$ cat config.mk
export PLATFORM = sky130hd
export DESIGN_NAME = midpoint_line_rasterizer_top
export DESIGN_NICKNAME = d
export VERILOG_FILES = /design/src/design/mlr_pkg.sv /design/src/design/mlr_front.sv /design/src/design/mlr_queue.sv /design/src/design/mlr_back.sv /design/src/design/midpoint_line_rasterizer_top.sv
export VERILOG_INCLUDE_DIRS = /design/src /design/src/design
export SDC_FILE = /design/constraint.sdc
export NUM_CORES = 1
export LEC_CHECK = 0
export BUFFER_PORTS_ARGS = -buffer_cell sky130_fd_sc_hd__buf_2
export CORE_ASPECT_RATIO = 1.1
export CORE_MARGIN = 8
export CORE_UTILIZATION = 42
export CTS_BUF_LIST = sky130_fd_sc_hd__clkbuf_8
export DETAILED_ROUTE_END_ITERATION = 8
export GPL_TIMING_DRIVEN = 0
export PLACE_DENSITY = 0.6
export SLEW_MARGIN = 20
export SYNTH_ARGS = -nofsm -noshare
export SYNTH_HDL_FRONTEND = slang
export SYNTH_SLANG_ARGS = --single-unit
$ cat constraint.sdc
create_clock -name clock -period 9.2 [get_ports clock]
set_input_delay 0.46 -clock clock [delete_from_list [all_inputs] [get_ports clock]]
set_output_delay 0.46 -clock clock [all_outputs]
set_load 0.03 [all_outputs]
$ cat src/design/midpoint_line_rasterizer_top_assert.svh
// ------------------------------------------------------------
// midpoint_line_rasterizer_top_assert: assertion macros
// Implication checks used at the end of the top level.
// ------------------------------------------------------------
`ifndef MIDPOINT_LINE_RASTERIZER_TOP_ASSERT_SVH
`define MIDPOINT_LINE_RASTERIZER_TOP_ASSERT_SVH

// consequent holds in the same cycle
`define MLR_ASSERT_NOW(lbl, clk, rst, ante, cons) \
   lbl: assert property (@(posedge clk) disable iff (rst) (ante) |-> (cons)) \
      else $error("midpoint_line_rasterizer: assertion failed");

// consequent holds in the following cycle
`define MLR_ASSERT_NEXT(lbl, clk, rst, ante, cons) \
   lbl: assert property (@(posedge clk) disable iff (rst) (ante) |=> (cons)) \
      else $error("midpoint_line_rasterizer: assertion failed");

`endif

$ cat src/design/mlr_pkg.sv
// ------------------------------------------------------------
// mlr_pkg: midpoint line rasterizer package
// Shared constants, codes and types.
// ------------------------------------------------------------
package mlr_pkg;

   localparam int MLR_COORD_BITS     = 12;
   localparam int MLR_CFG_BITS       = 12;
   localparam int MLR_SHADE_BITS     = 8;
   localparam int MLR_CSR_DATA_BITS  = 32;
   localparam int MLR_CSR_ADDR_BITS  = 3;
   localparam int MLR_QUEUE_DEPTH    = 2;
   localparam int MLR_QUEUE_PTR_BITS = 1;

   localparam logic [MLR_CFG_BITS-1:0] MLR_IMAGE_SIZE_RESET = 12'd2048;

   typedef enum logic [0:0] {
      MLR_MODE_LOAD    = 1'b0,
      MLR_MODE_ADVANCE = 1'b1
   } mode_type;

   typedef enum logic [0:0] {
      MLR_REG_IMAGE_ROWS    = 1'b0,
      MLR_REG_IMAGE_COLUMNS = 1'b1
   } csr_index_type;

   typedef struct packed {
      logic busy;
      logic pop;
      logic load;
   } back_status_type;

endpackage

$ cat src/design/mlr_front.sv
// ------------------------------------------------------------
// mlr_front: item intake and line setup
// Picks major axis and direction, forms the decision terms.
// ------------------------------------------------------------
module mlr_front
   import mlr_pkg::*;
#(
   parameter int COORD_BITS = MLR_COORD_BITS
) (
   input  logic                          clock,
   input  logic                          reset,
   input  logic                          req_valid,
   output logic                          req_ready,
   input  logic                          req_mode,
   input  logic signed [COORD_BITS-1:0]  req_start_a,
   input  logic signed [COORD_BITS-1:0]  req_start_b,
   input  logic signed [COORD_BITS-1:0]  req_end_a,
   input  logic signed [COORD_BITS-1:0]  req_end_b,
   input  logic [MLR_SHADE_BITS-1:0]     req_shade,
   output logic                          cmd_valid,
   input  logic                          cmd_ready,
   output logic                          cmd_load,
   output logic                          cmd_major_is_b,
   output logic                          cmd_minor_down,
   output logic signed [COORD_BITS-1:0]  cmd_a,
   output logic signed [COORD_BITS-1:0]  cmd_b,
   output logic signed [COORD_BITS-1:0]  cmd_major_end,
   output logic signed [COORD_BITS+2:0]  cmd_decision,
   output logic signed [COORD_BITS+2:0]  cmd_step_straight,
   output logic signed [COORD_BITS+2:0]  cmd_step_diagonal,
   output logic [MLR_SHADE_BITS-1:0]     cmd_shade
);

   localparam int DIFF_BITS = COORD_BITS + 1;
   localparam int DEC_BITS  = COORD_BITS + 3;

   logic signed [DIFF_BITS-1:0]  da;
   logic signed [DIFF_BITS-1:0]  db;
   logic signed [DIFF_BITS-1:0]  ada;
   logic signed [DIFF_BITS-1:0]  adb;
   logic signed [DIFF_BITS-1:0]  dmin;
   logic                         major_b;
   logic                         swap;
   logic                         take;

   logic                         s_valid_ff, s_valid_in;
   logic                         s_load_ff, s_load_in;
   logic                         s_major_b_ff, s_major_b_in;
   logic signed [COORD_BITS-1:0] s_a_ff, s_a_in;
   logic signed [COORD_BITS-1:0] s_b_ff, s_b_in;
   logic signed [COORD_BITS-1:0] s_end_ff, s_end_in;
   logic signed [DIFF_BITS-1:0]  s_maj_ff, s_maj_in;
   logic signed [DIFF_BITS-1:0]  s_mnr_ff, s_mnr_in;
   logic [MLR_SHADE_BITS-1:0]    s_shade_ff, s_shade_in;

   logic signed [DEC_BITS-1:0]   mnr_x;
   logic signed [DEC_BITS-1:0]   maj_x;
   logic signed [DEC_BITS-1:0]   twice_mnr;
   logic signed [DEC_BITS-1:0]   diag_half;

   assign req_ready = !s_valid_ff || cmd_ready;
   assign take      = req_valid && req_ready;

   always_comb begin
      da      = DIFF_BITS'(req_end_a) - DIFF_BITS'(req_start_a);
      db      = DIFF_BITS'(req_end_b) - DIFF_BITS'(req_start_b);
      ada     = da[DIFF_BITS-1] ? -da : da;
      adb     = db[DIFF_BITS-1] ? -db : db;
      major_b = !(ada > adb);
      swap    = major_b ? db[DIFF_BITS-1] : da[DIFF_BITS-1];
      dmin    = major_b ? da : db;

      s_load_in    = (mode_type'(req_mode) == MLR_MODE_LOAD);
      s_major_b_in = major_b;
      s_a_in       = swap ? req_end_a : req_start_a;
      s_b_in       = swap ? req_end_b : req_start_b;
      if (major_b) begin
         s_end_in = swap ? req_start_b : req_end_b;
      end else begin
         s_end_in = swap ? req_start_a : req_end_a;
      end
      s_maj_in   = major_b ? adb : ada;
      s_mnr_in   = swap ? -dmin : dmin;
      s_shade_in = req_shade;

      if (take) begin
         s_valid_in = 1'b1;
      end else if (cmd_ready) begin
         s_valid_in = 1'b0;
      end else begin
         s_valid_in = s_valid_ff;
      end
   end

   always_ff @(posedge clock) begin
      if (reset) begin
         s_valid_ff <= 1'b0;
      end else begin
         s_valid_ff <= s_valid_in;
      end
      if (take) begin
         s_load_ff    <= s_load_in;
         s_major_b_ff <= s_major_b_in;
         s_a_ff       <= s_a_in;
         s_b_ff       <= s_b_in;
         s_end_ff     <= s_end_in;
         s_maj_ff     <= s_maj_in;
         s_mnr_ff     <= s_mnr_in;
         s_shade_ff   <= s_shade_in;
      end
   end

   always_comb begin
      mnr_x     = DEC_BITS'(s_mnr_ff);
      maj_x     = DEC_BITS'(s_maj_ff);
      twice_mnr = mnr_x + mnr_x;
      diag_half = s_mnr_ff[DIFF_BITS-1] ? (mnr_x + maj_x) : (mnr_x - maj_x);
   end

   assign cmd_valid         = s_valid_ff;
   assign cmd_load          = s_load_ff;
   assign cmd_major_is_b    = s_major_b_ff;
   assign cmd_minor_down    = s_mnr_ff[DIFF_BITS-1];
   assign cmd_a             = s_a_ff;
   assign cmd_b             = s_b_ff;
   assign cmd_major_end     = s_end_ff;
   assign cmd_decision      = s_mnr_ff[DIFF_BITS-1] ? (twice_mnr + maj_x)
                                                    : (twice_mnr - maj_x);
   assign cmd_step_straight = twice_mnr;
   assign cmd_step_diagonal = diag_half + diag_half;
   assign cmd_shade         = s_shade_ff;

endmodule

$ cat src/design/mlr_queue.sv
// ------------------------------------------------------------
// mlr_queue: command queue
// Short FIFO between line setup and pixel stepping.
// ------------------------------------------------------------
module mlr_queue
   import mlr_pkg::*;
#(
   parameter int WIDTH = 1
) (
   input  logic             clock,
   input  logic             reset,
   input  logic             push_valid,
   output logic             push_ready,
   input  logic [WIDTH-1:0] push_data,
   output logic             pop_valid,
   input  logic             pop_ready,
   output logic [WIDTH-1:0] pop_data
);

   logic [WIDTH-1:0]              entry_ff [MLR_QUEUE_DEPTH];
   logic [MLR_QUEUE_PTR_BITS-1:0] wr_ptr_ff, wr_ptr_in;
   logic [MLR_QUEUE_PTR_BITS-1:0] rd_ptr_ff, rd_ptr_in;
   logic [MLR_QUEUE_PTR_BITS:0]   count_ff, count_in;
   logic                          push;
   logic                          pop;

   assign push_ready = (count_ff != (MLR_QUEUE_PTR_BITS+1)'(MLR_QUEUE_DEPTH));
   assign pop_valid  = (count_ff != '0);
   assign pop_data   = entry_ff[rd_ptr_ff];
   assign push       = push_valid && push_ready;
   assign pop        = pop_valid && pop_ready;

   always_comb begin
      wr_ptr_in = push ? wr_ptr_ff + 1'b1 : wr_ptr_ff;
      rd_ptr_in = pop ? rd_ptr_ff + 1'b1 : rd_ptr_ff;
      count_in  = count_ff;
      if (push && !pop) begin
         count_in = count_ff + 1'b1;
      end else if (pop && !push) begin
         count_in = count_ff - 1'b1;
      end
   end

   always_ff @(posedge clock) begin
      if (reset) begin
         wr_ptr_ff <= '0;
         rd_ptr_ff <= '0;
         count_ff  <= '0;
      end else begin
         wr_ptr_ff <= wr_ptr_in;
         rd_ptr_ff <= rd_ptr_in;
         count_ff  <= count_in;
      end
      if (push) begin
         entry_ff[wr_ptr_ff] <= push_data;
      end
   end

endmodule

$ cat src/design/mlr_back.sv
// ------------------------------------------------------------
// mlr_back: pixel stepper
// Holds the line state, emits one pixel per load or busy advance, registers output.
// ------------------------------------------------------------
module mlr_back
   import mlr_pkg::*;
#(
   parameter int COORD_BITS = MLR_COORD_BITS
) (
   input  logic                          clock,
   input  logic                          reset,
   input  logic                          cmd_valid,
   output logic                          cmd_ready,
   input  logic                          cmd_load,
   input  logic                          cmd_major_is_b,
   input  logic                          cmd_minor_down,
   input  logic signed [COORD_BITS-1:0]  cmd_a,
   input  logic signed [COORD_BITS-1:0]  cmd_b,
   input  logic signed [COORD_BITS-1:0]  cmd_major_end,
   input  logic signed [COORD_BITS+2:0]  cmd_decision,
   input  logic signed [COORD_BITS+2:0]  cmd_step_straight,
   input  logic signed [COORD_BITS+2:0]  cmd_step_diagonal,
   input  logic [MLR_SHADE_BITS-1:0]     cmd_shade,
   input  logic [MLR_CFG_BITS-1:0]       image_rows,
   input  logic [MLR_CFG_BITS-1:0]       image_columns,
   output logic                          rsp_valid,
   input  logic                          rsp_ready,
   output logic signed [COORD_BITS-1:0]  rsp_pixel_a,
   output logic signed [COORD_BITS-1:0]  rsp_pixel_b,
   output logic [MLR_SHADE_BITS-1:0]     rsp_pixel_shade,
   output logic                          rsp_inside_res,
   output logic                          rsp_last,
   output back_status_type               status
);

   localparam int DEC_BITS = COORD_BITS + 3;
   localparam int CMP_BITS = (COORD_BITS > MLR_CFG_BITS) ? COORD_BITS : MLR_CFG_BITS;

   logic signed [COORD_BITS-1:0] cur_a_ff, cur_a_in;
   logic signed [COORD_BITS-1:0] cur_b_ff, cur_b_in;
   logic signed [COORD_BITS-1:0] major_end_ff, major_end_in;
   logic signed [DEC_BITS-1:0]   decision_ff, decision_in;
   logic signed [DEC_BITS-1:0]   step_straight_ff, step_straight_in;
   logic signed [DEC_BITS-1:0]   step_diagonal_ff, step_diagonal_in;
   logic                         major_is_b_ff, major_is_b_in;
   logic                         minor_down_ff, minor_down_in;
   logic [MLR_SHADE_BITS-1:0]    held_shade_ff, held_shade_in;
   logic                         busy_ff, busy_in;

   logic                         rsp_valid_ff, rsp_valid_in;
   logic signed [COORD_BITS-1:0] pix_a_ff;
   logic signed [COORD_BITS-1:0] pix_b_ff;
   logic [MLR_SHADE_BITS-1:0]    pix_shade_ff;
   logic                         inside_ff, inside_in;
   logic                         last_ff, last_in;

   logic                         pop;
   logic                         emit;
   logic                         diag;
   logic                         dec_pos;
   logic                         dec_nonpos;
   logic signed [COORD_BITS-1:0] minor_cur;
   logic signed [COORD_BITS-1:0] minor_next;
   logic signed [COORD_BITS-1:0] major_next;

   assign pop       = cmd_valid && (!rsp_valid_ff || rsp_ready);
   assign cmd_ready = pop;
   assign emit      = pop && (cmd_load || busy_ff);

   always_comb begin
      dec_nonpos = decision_ff[DEC_BITS-1] || (decision_ff == '0);
      dec_pos    = !dec_nonpos;
      diag       = minor_down_ff ? dec_nonpos : dec_pos;
      minor_cur  = major_is_b_ff ? cur_a_ff : cur_b_ff;
      if (diag) begin
         minor_next = minor_down_ff ? minor_cur - 1'b1 : minor_cur + 1'b1;
      end else begin
         minor_next = minor_cur;
      end

      major_end_in     = major_end_ff;
      step_straight_in = step_straight_ff;
      step_diagonal_in = step_diagonal_ff;
      major_is_b_in    = major_is_b_ff;
      minor_down_in    = minor_down_ff;
      held_shade_in    = held_shade_ff;
      if (cmd_load) begin
         cur_a_in         = cmd_a;
         cur_b_in         = cmd_b;
         major_end_in     = cmd_major_end;
         decision_in      = cmd_decision;
         step_straight_in = cmd_step_straight;
         step_diagonal_in = cmd_step_diagonal;
         major_is_b_in    = cmd_major_is_b;
         minor_down_in    = cmd_minor_down;
         held_shade_in    = cmd_shade;
      end else begin
         decision_in = decision_ff + (diag ? step_diagonal_ff : step_straight_ff);
         if (major_is_b_ff) begin
            cur_a_in = minor_next;
            cur_b_in = cur_b_ff + 1'b1;
         end else begin
            cur_a_in = cur_a_ff + 1'b1;
            cur_b_in = minor_next;
         end
      end

      major_next = major_is_b_in ? cur_b_in : cur_a_in;
      last_in    = (major_next == major_end_in);
      busy_in    = !last_in;
      inside_in  = !cur_a_in[COORD_BITS-1] && !cur_b_in[COORD_BITS-1]
                   && (CMP_BITS'($unsigned(cur_a_in)) < CMP_BITS'(image_rows))
                   && (CMP_BITS'($unsigned(cur_b_in)) < CMP_BITS'(image_columns));

      rsp_valid_in = emit || (rsp_valid_ff && !rsp_ready);
   end

   always_ff @(posedge clock) begin
      if (reset) begin
         busy_ff      <= 1'b0;
         rsp_valid_ff <= 1'b0;
      end else begin
         rsp_valid_ff <= rsp_valid_in;
         if (emit) begin
            busy_ff <= busy_in;
         end
      end
      if (emit) begin
         cur_a_ff         <= cur_a_in;
         cur_b_ff         <= cur_b_in;
         major_end_ff     <= major_end_in;
         decision_ff      <= decision_in;
         step_straight_ff <= step_straight_in;
         step_diagonal_ff <= step_diagonal_in;
         major_is_b_ff    <= major_is_b_in;
         minor_down_ff    <= minor_down_in;
         held_shade_ff    <= held_shade_in;
         pix_a_ff         <= cur_a_in;
         pix_b_ff         <= cur_b_in;
         pix_shade_ff     <= held_shade_in;
         inside_ff        <= inside_in;
         last_ff          <= last_in;
      end
   end

   assign rsp_valid       = rsp_valid_ff;
   assign rsp_pixel_a     = pix_a_ff;
   assign rsp_pixel_b     = pix_b_ff;
   assign rsp_pixel_shade = pix_shade_ff;
   assign rsp_inside_res  = inside_ff;
   assign rsp_last        = last_ff;

   assign status.busy = busy_ff;
   assign status.pop  = pop;
   assign status.load = cmd_load;

endmodule

$ cat src/design/midpoint_line_rasterizer_top.sv
// ------------------------------------------------------------
// midpoint_line_rasterizer_top: midpoint line rasterizer
// Path: an accepted item is registered in line setup, then in the command queue, then at the stepper output.
// Throughput: 1 item per cycle while rsp_ready is high, set by the one add and compare of the pixel step.
// Reset: synchronous; block idle, queue empty, image size 2048 x 2048.
// ------------------------------------------------------------
`include "midpoint_line_rasterizer_top_assert.svh"

module midpoint_line_rasterizer_top
   import mlr_pkg::*;
#(
   parameter int COORD_BITS = MLR_COORD_BITS
) (
   input  logic                          clock,
   input  logic                          reset,
   input  logic                          req_valid,
   output logic                          req_ready,
   input  logic                          req_mode,
   input  logic signed [COORD_BITS-1:0]  req_start_a,
   input  logic signed [COORD_BITS-1:0]  req_start_b,
   input  logic signed [COORD_BITS-1:0]  req_end_a,
   input  logic signed [COORD_BITS-1:0]  req_end_b,
   input  logic [MLR_SHADE_BITS-1:0]     req_shade,
   output logic                          rsp_valid,
   input  logic                          rsp_ready,
   output logic signed [COORD_BITS-1:0]  rsp_pixel_a,
   output logic signed [COORD_BITS-1:0]  rsp_pixel_b,
   output logic [MLR_SHADE_BITS-1:0]     rsp_pixel_shade,
   output logic                          rsp_inside_res,
   output logic                          rsp_last,
   input  logic                          psel,
   input  logic                          penable,
   input  logic                          pwrite,
   input  logic [MLR_CSR_ADDR_BITS-1:0]  paddr,
   input  logic [MLR_CSR_DATA_BITS-1:0]  pwdata,
   output logic [MLR_CSR_DATA_BITS-1:0]  prdata,
   output logic                          pready
);

   localparam int DEC_BITS = COORD_BITS + 3;
   localparam int CMD_BITS = 3 + 3 * COORD_BITS + 3 * DEC_BITS + MLR_SHADE_BITS;

   logic [MLR_CFG_BITS-1:0] image_rows_ff, image_rows_in;
   logic [MLR_CFG_BITS-1:0] image_columns_ff, image_columns_in;
   logic                    csr_write;
   csr_index_type           csr_index;

   logic                         f_valid, f_ready;
   logic                         f_load, f_major_is_b, f_minor_down;
   logic signed [COORD_BITS-1:0] f_a, f_b, f_major_end;
   logic signed [DEC_BITS-1:0]   f_decision, f_step_straight, f_step_diagonal;
   logic [MLR_SHADE_BITS-1:0]    f_shade;

   logic                         q_valid, q_ready;
   logic [CMD_BITS-1:0]          q_push_data, q_pop_data;
   logic                         b_load, b_major_is_b, b_minor_down;
   logic signed [COORD_BITS-1:0] b_a, b_b, b_major_end;
   logic signed [DEC_BITS-1:0]   b_decision, b_step_straight, b_step_diagonal;
   logic [MLR_SHADE_BITS-1:0]    b_shade;
   back_status_type              back_status;

   // register file
   assign pready    = 1'b1;
   assign csr_index = csr_index_type'(paddr[2]);
   assign csr_write = psel && penable && pwrite && pready;

   always_comb begin
      image_rows_in    = image_rows_ff;
      image_columns_in = image_columns_ff;
      if (csr_write) begin
         case (csr_index)
            MLR_REG_IMAGE_ROWS: begin
               image_rows_in = pwdata[MLR_CFG_BITS-1:0];
            end
            MLR_REG_IMAGE_COLUMNS: begin
               image_columns_in = pwdata[MLR_CFG_BITS-1:0];
            end
            default: begin
               image_rows_in = image_rows_ff;
            end
         endcase
      end
      case (csr_index)
         MLR_REG_IMAGE_ROWS: begin
            prdata = MLR_CSR_DATA_BITS'(image_rows_ff);
         end
         MLR_REG_IMAGE_COLUMNS: begin
            prdata = MLR_CSR_DATA_BITS'(image_columns_ff);
         end
         default: begin
            prdata = '0;
         end
      endcase
   end

   always_ff @(posedge clock) begin
      if (reset) begin
         image_rows_ff    <= MLR_IMAGE_SIZE_RESET;
         image_columns_ff <= MLR_IMAGE_SIZE_RESET;
      end else begin
         image_rows_ff    <= image_rows_in;
         image_columns_ff <= image_columns_in;
      end
   end

   mlr_front #(
      .COORD_BITS (COORD_BITS)
   ) u_front (
      .clock             (clock),
      .reset             (reset),
      .req_valid         (req_valid),
      .req_ready         (req_ready),
      .req_mode          (req_mode),
      .req_start_a       (req_start_a),
      .req_start_b       (req_start_b),
      .req_end_a         (req_end_a),
      .req_end_b         (req_end_b),
      .req_shade         (req_shade),
      .cmd_valid         (f_valid),
      .cmd_ready         (f_ready),
      .cmd_load          (f_load),
      .cmd_major_is_b    (f_major_is_b),
      .cmd_minor_down    (f_minor_down),
      .cmd_a             (f_a),
      .cmd_b             (f_b),
      .cmd_major_end     (f_major_end),
      .cmd_decision      (f_decision),
      .cmd_step_straight (f_step_straight),
      .cmd_step_diagonal (f_step_diagonal),
      .cmd_shade         (f_shade)
   );

   assign q_push_data = {f_load, f_major_is_b, f_minor_down, f_a, f_b, f_major_end,
                         f_decision, f_step_straight, f_step_diagonal, f_shade};

   mlr_queue #(
      .WIDTH (CMD_BITS)
   ) u_queue (
      .clock      (clock),
      .reset      (reset),
      .push_valid (f_valid),
      .push_ready (f_ready),
      .push_data  (q_push_data),
      .pop_valid  (q_valid),
      .pop_ready  (q_ready),
      .pop_data   (q_pop_data)
   );

   assign {b_load, b_major_is_b, b_minor_down, b_a, b_b, b_major_end,
           b_decision, b_step_straight, b_step_diagonal, b_shade} = q_pop_data;

   mlr_back #(
      .COORD_BITS (COORD_BITS)
   ) u_back (
      .clock             (clock),
      .reset             (reset),
      .cmd_valid         (q_valid),
      .cmd_ready         (q_ready),
      .cmd_load          (b_load),
      .cmd_major_is_b    (b_major_is_b),
      .cmd_minor_down    (b_minor_down),
      .cmd_a             (b_a),
      .cmd_b             (b_b),
      .cmd_major_end     (b_major_end),
      .cmd_decision      (b_decision),
      .cmd_step_straight (b_step_straight),
      .cmd_step_diagonal (b_step_diagonal),
      .cmd_shade         (b_shade),
      .image_rows        (image_rows_ff),
      .image_columns     (image_columns_ff),
      .rsp_valid         (rsp_valid),
      .rsp_ready         (rsp_ready),
      .rsp_pixel_a       (rsp_pixel_a),
      .rsp_pixel_b       (rsp_pixel_b),
      .rsp_pixel_shade   (rsp_pixel_shade),
      .rsp_inside_res    (rsp_inside_res),
      .rsp_last          (rsp_last),
      .status            (back_status)
   );

   // line state agrees with the pixel on show
   `MLR_ASSERT_NOW(a_busy_tracks_last, clock, reset, rsp_valid, back_status.busy == !rsp_last)
   `MLR_ASSERT_NEXT(a_load_emits, clock, reset, back_status.pop && back_status.load, rsp_valid)
   `MLR_ASSERT_NEXT(a_idle_step_silent, clock, reset, back_status.pop && !back_status.load && !back_status.busy, !rsp_valid)

endmodule

==> reports/results.ini <==
[floorplan]
die_x_um=229
die_h_um=250
die_area_um2=57400
coreArea_um2=49700
start_util=0.422
fp-row-count=86
num_io_pins=168

[clock_network]
cts_tree=done
cts-root-buf=clkbuf_8
post_cts_buffers=0
cts-buffers-inserted=58
h-tree-depth=2
clockBufferDepth=3
path_clk_slew_ns=0.06
clock_sinks=369
clock_latency_ns=0.64

[place]
dpl_worst_slack_ns=0.908
hpwl_mm=45.2
port_buffers=123
globalplace.congestion=0.906

[critical_path]
startpoint_type=primary input
path_depth=30
cp.arrival_ns=8.04
r2r_start=u_back.major_is_b_ff
path_max_fanout=10
critical_path.startpoint=req_start_a[1]
required_ns=9.57
crit_top_cell=ha_1
critPathKind=in -> reg
critPathTopFamily=compound AO/OA/AOI/OAI gates
critPathMaxStageDelay_ns=0.80
worst_path_max_delay_cell=a311oi_1
endpoint_kind=flop
crit_buf_inv=7
reg2reg_depth=20

[synthesis]
synth_top_area_frac=0.482
ys_top_cells_by_area=edfxtp_1, ha_1, nand2_1
synth_cell_types=91
synth-seq-area-share=0.513
synth_fa_ha_area_frac=0.0741
yosys.area.top_type=edfxtp_1
synth-compound-area-share=0.135
synthSimpleGateAreaFrac=0.127
synth_common_cells=edfxtp_1, nand2_1, a21oi_1
syn_avg_cell_area_um2=11.0
synth_edf_count=337
synthCells=1912
synth.most_common_cell=edfxtp_1
ys_seq_elements=369
async_reset_ff_frac=0
synthMuxAreaShare=0.0595
synth_top_family_by_area=compound AO/OA/AOI/OAI gates
yosys_most_used_dff=edfxtp_1
syn-cell-area_um2=21000
synth-xor-area-share=0.0506
synth_warnings=0

[global_route]
overflow=0
grt_pass1_wl_mm=89.7
grt_antenna_before_repair=1
first_global_vias=15450
grt_max_degree=49
grt_usage=0.197

[min_path]
hold_start=pwdata[11]
hold_path_class=in -> reg
worstHoldPathCells=2

[power_and_ir_drop]
p_total_mw=8.42
power_density_nw_per_um2=352
vdd_drop_max_mv=0.126
leakagePower_nw=9.27

[sta]
setup_violations=0
tightest_slew_ns=1.12
fin_skew_ns=0.0381
fin_setup_tns_ns=0
fmaxAchievable_ghz=0.130
final-hold-violation-count=0
drv_slew=0
relSlewSlack=0.231
worst_slack_ns=1.53
rsz0062_at_grt=no
period_needed_ns=7.67
fin_crit_sh=0.834

[routing]
drt-vias-per-instance=5.38
drt_iter0_drc=927
post-route-drc-count=0
wire_per_inst_um=20.6
num_vias=15266
postRouteAntennaNets=0
firstDrtPassIters=5
drt-total-wl_mm=58.4

[layout]
drive_gt1_frac=0.156
fill_cells=4626
syn_to_final_growth_pct=14.1
nets=2349

[outcome]
outcome=finished clean

[run]
maxCapViolations=0

==> worst paths after layout <==
check,endpoint,slack (ns)
setup / recovery,u_front.s_mnr_ff[12],1.53
hold / removal,image_columns_ff[11],0.06
setup reg to reg,u_back.rsp_inside_res,2.46
hold reg to reg,u_queue.entry_ff[1][76],0.43
==> power by group <==
group | switching [mW] | leakage [nW] | internal [mW]
Clock | 0.656 | 0.670 | 0.705
Combinational | 2.57 | 5.20 | 1.59
Sequential | 0.279 | 3.40 | 2.63
Total | 3.50 | 9.27 | 4.92
==> routing by layer <==
layer	part of all wire	wire length (µm)	GRT usage
met1	0.45	26000	0.255
met2	0.48	27900	0.338
met3	0.045	2600	0.0249
met4	0.033	1900	0.0685
met5	0	0	0
==> registers in the layout, indices dropped and copies added (netlist names), 2 cells and up, named ones only <==
| register | cells |
|---|---|
| u_queue.entry_ff | 176 |
| u_back.decision_ff | 15 |
| u_back.step_diagonal_ff | 14 |
| u_back.step_straight_ff | 13 |
| u_front.s_maj_ff | 13 |
| u_front.s_mnr_ff | 13 |
| image_columns_ff | 12 |
| image_rows_ff | 12 |
| u_back.major_end_ff | 12 |
| u_back.rsp_pixel_a | 12 |
| u_back.rsp_pixel_b | 12 |
| u_front.cmd_a | 12 |
| u_front.cmd_b | 12 |
| u_front.cmd_major_end | 12 |
| u_back.rsp_pixel_shade | 8 |
| u_front.cmd_shade | 8 |
| u_queue.count_ff | 2 |
==> cell usage in the layout (no fill, tap or decap), types with 10 or more instances in the layout <==
cell,n
a211oi_1,10
mux2i_1,60
o21a_1,14
nor2b_1,28
xor2_1,42
dfxtp_1,32
buf_1,16
nand2_1,211
o31ai_1,13
a21oi_1,126
nand2b_1,18
xnor2_1,76
nor2_1,121
o22ai_1,18
edfxtp_1,337
nor4_1,16
nor3_1,29
or3_1,12
conb_1,21
and3_1,10
buf_4,22
clkbuf_8,61
buf_2,136
o211a_1,10
nand3_1,28
nand4_1,12
a31oi_1,15
mux2_2,55
ha_1,113
a21o_1,30
o21ai_0,102
o21bai_1,12
o211ai_1,13
inv_1,129
clkbuf_1,35
==> kinds of logic after synthesis <==
logic type,count (synthesis)
fa+ha+maj,121
other cells,2
xor+xnor,119
mux,117
compound gates,439
flops,369
simple gates,548
buf+inv,197
==> stage by stage <==
step | instances | hold WS, ns | area [µm²] | utilization
finish | 2840 | 0.0593 | 23900 | 0.482
global route | 2840 | 0.0546 | 23900 | 0.482
CTS | 2839 | 0.0171 | 23900 | 0.482
detailed placement | 2722 | 0.435 | 22700 | 0.457
global placement | 2714 | 0.424 | 22500 | 0.453
floorplan | 1931 | 0.421 | 21100 | -
==> area by class of cell <==
| type | instances | area, µm² | share of cell area |
|---|---|---|---|
| diodes | 1 | 2.50 | 0.000104 |
| plain buffers | 89 | 455 | 0.0190 |
| clock buffers | 61 | 840 | 0.0351 |
| clock inverters | 47 | 300 | 0.0125 |
| inverters | 108 | 405 | 0.0169 |
| multi-input cells | 1365 | 9470 | 0.395 |
| flip-flops and latches | 369 | 10800 | 0.449 |
| well taps | 660 | 826 | 0.0345 |
| repair buffers | 140 | 888 | 0.0371 |
==> repair_timing <==
action,CTS,global route
gates resized for setup,0,0
hold buffers,9,0
endpoints found under the hold margin,9,0
Note: power is estimated with default switching activity, not from simulation.
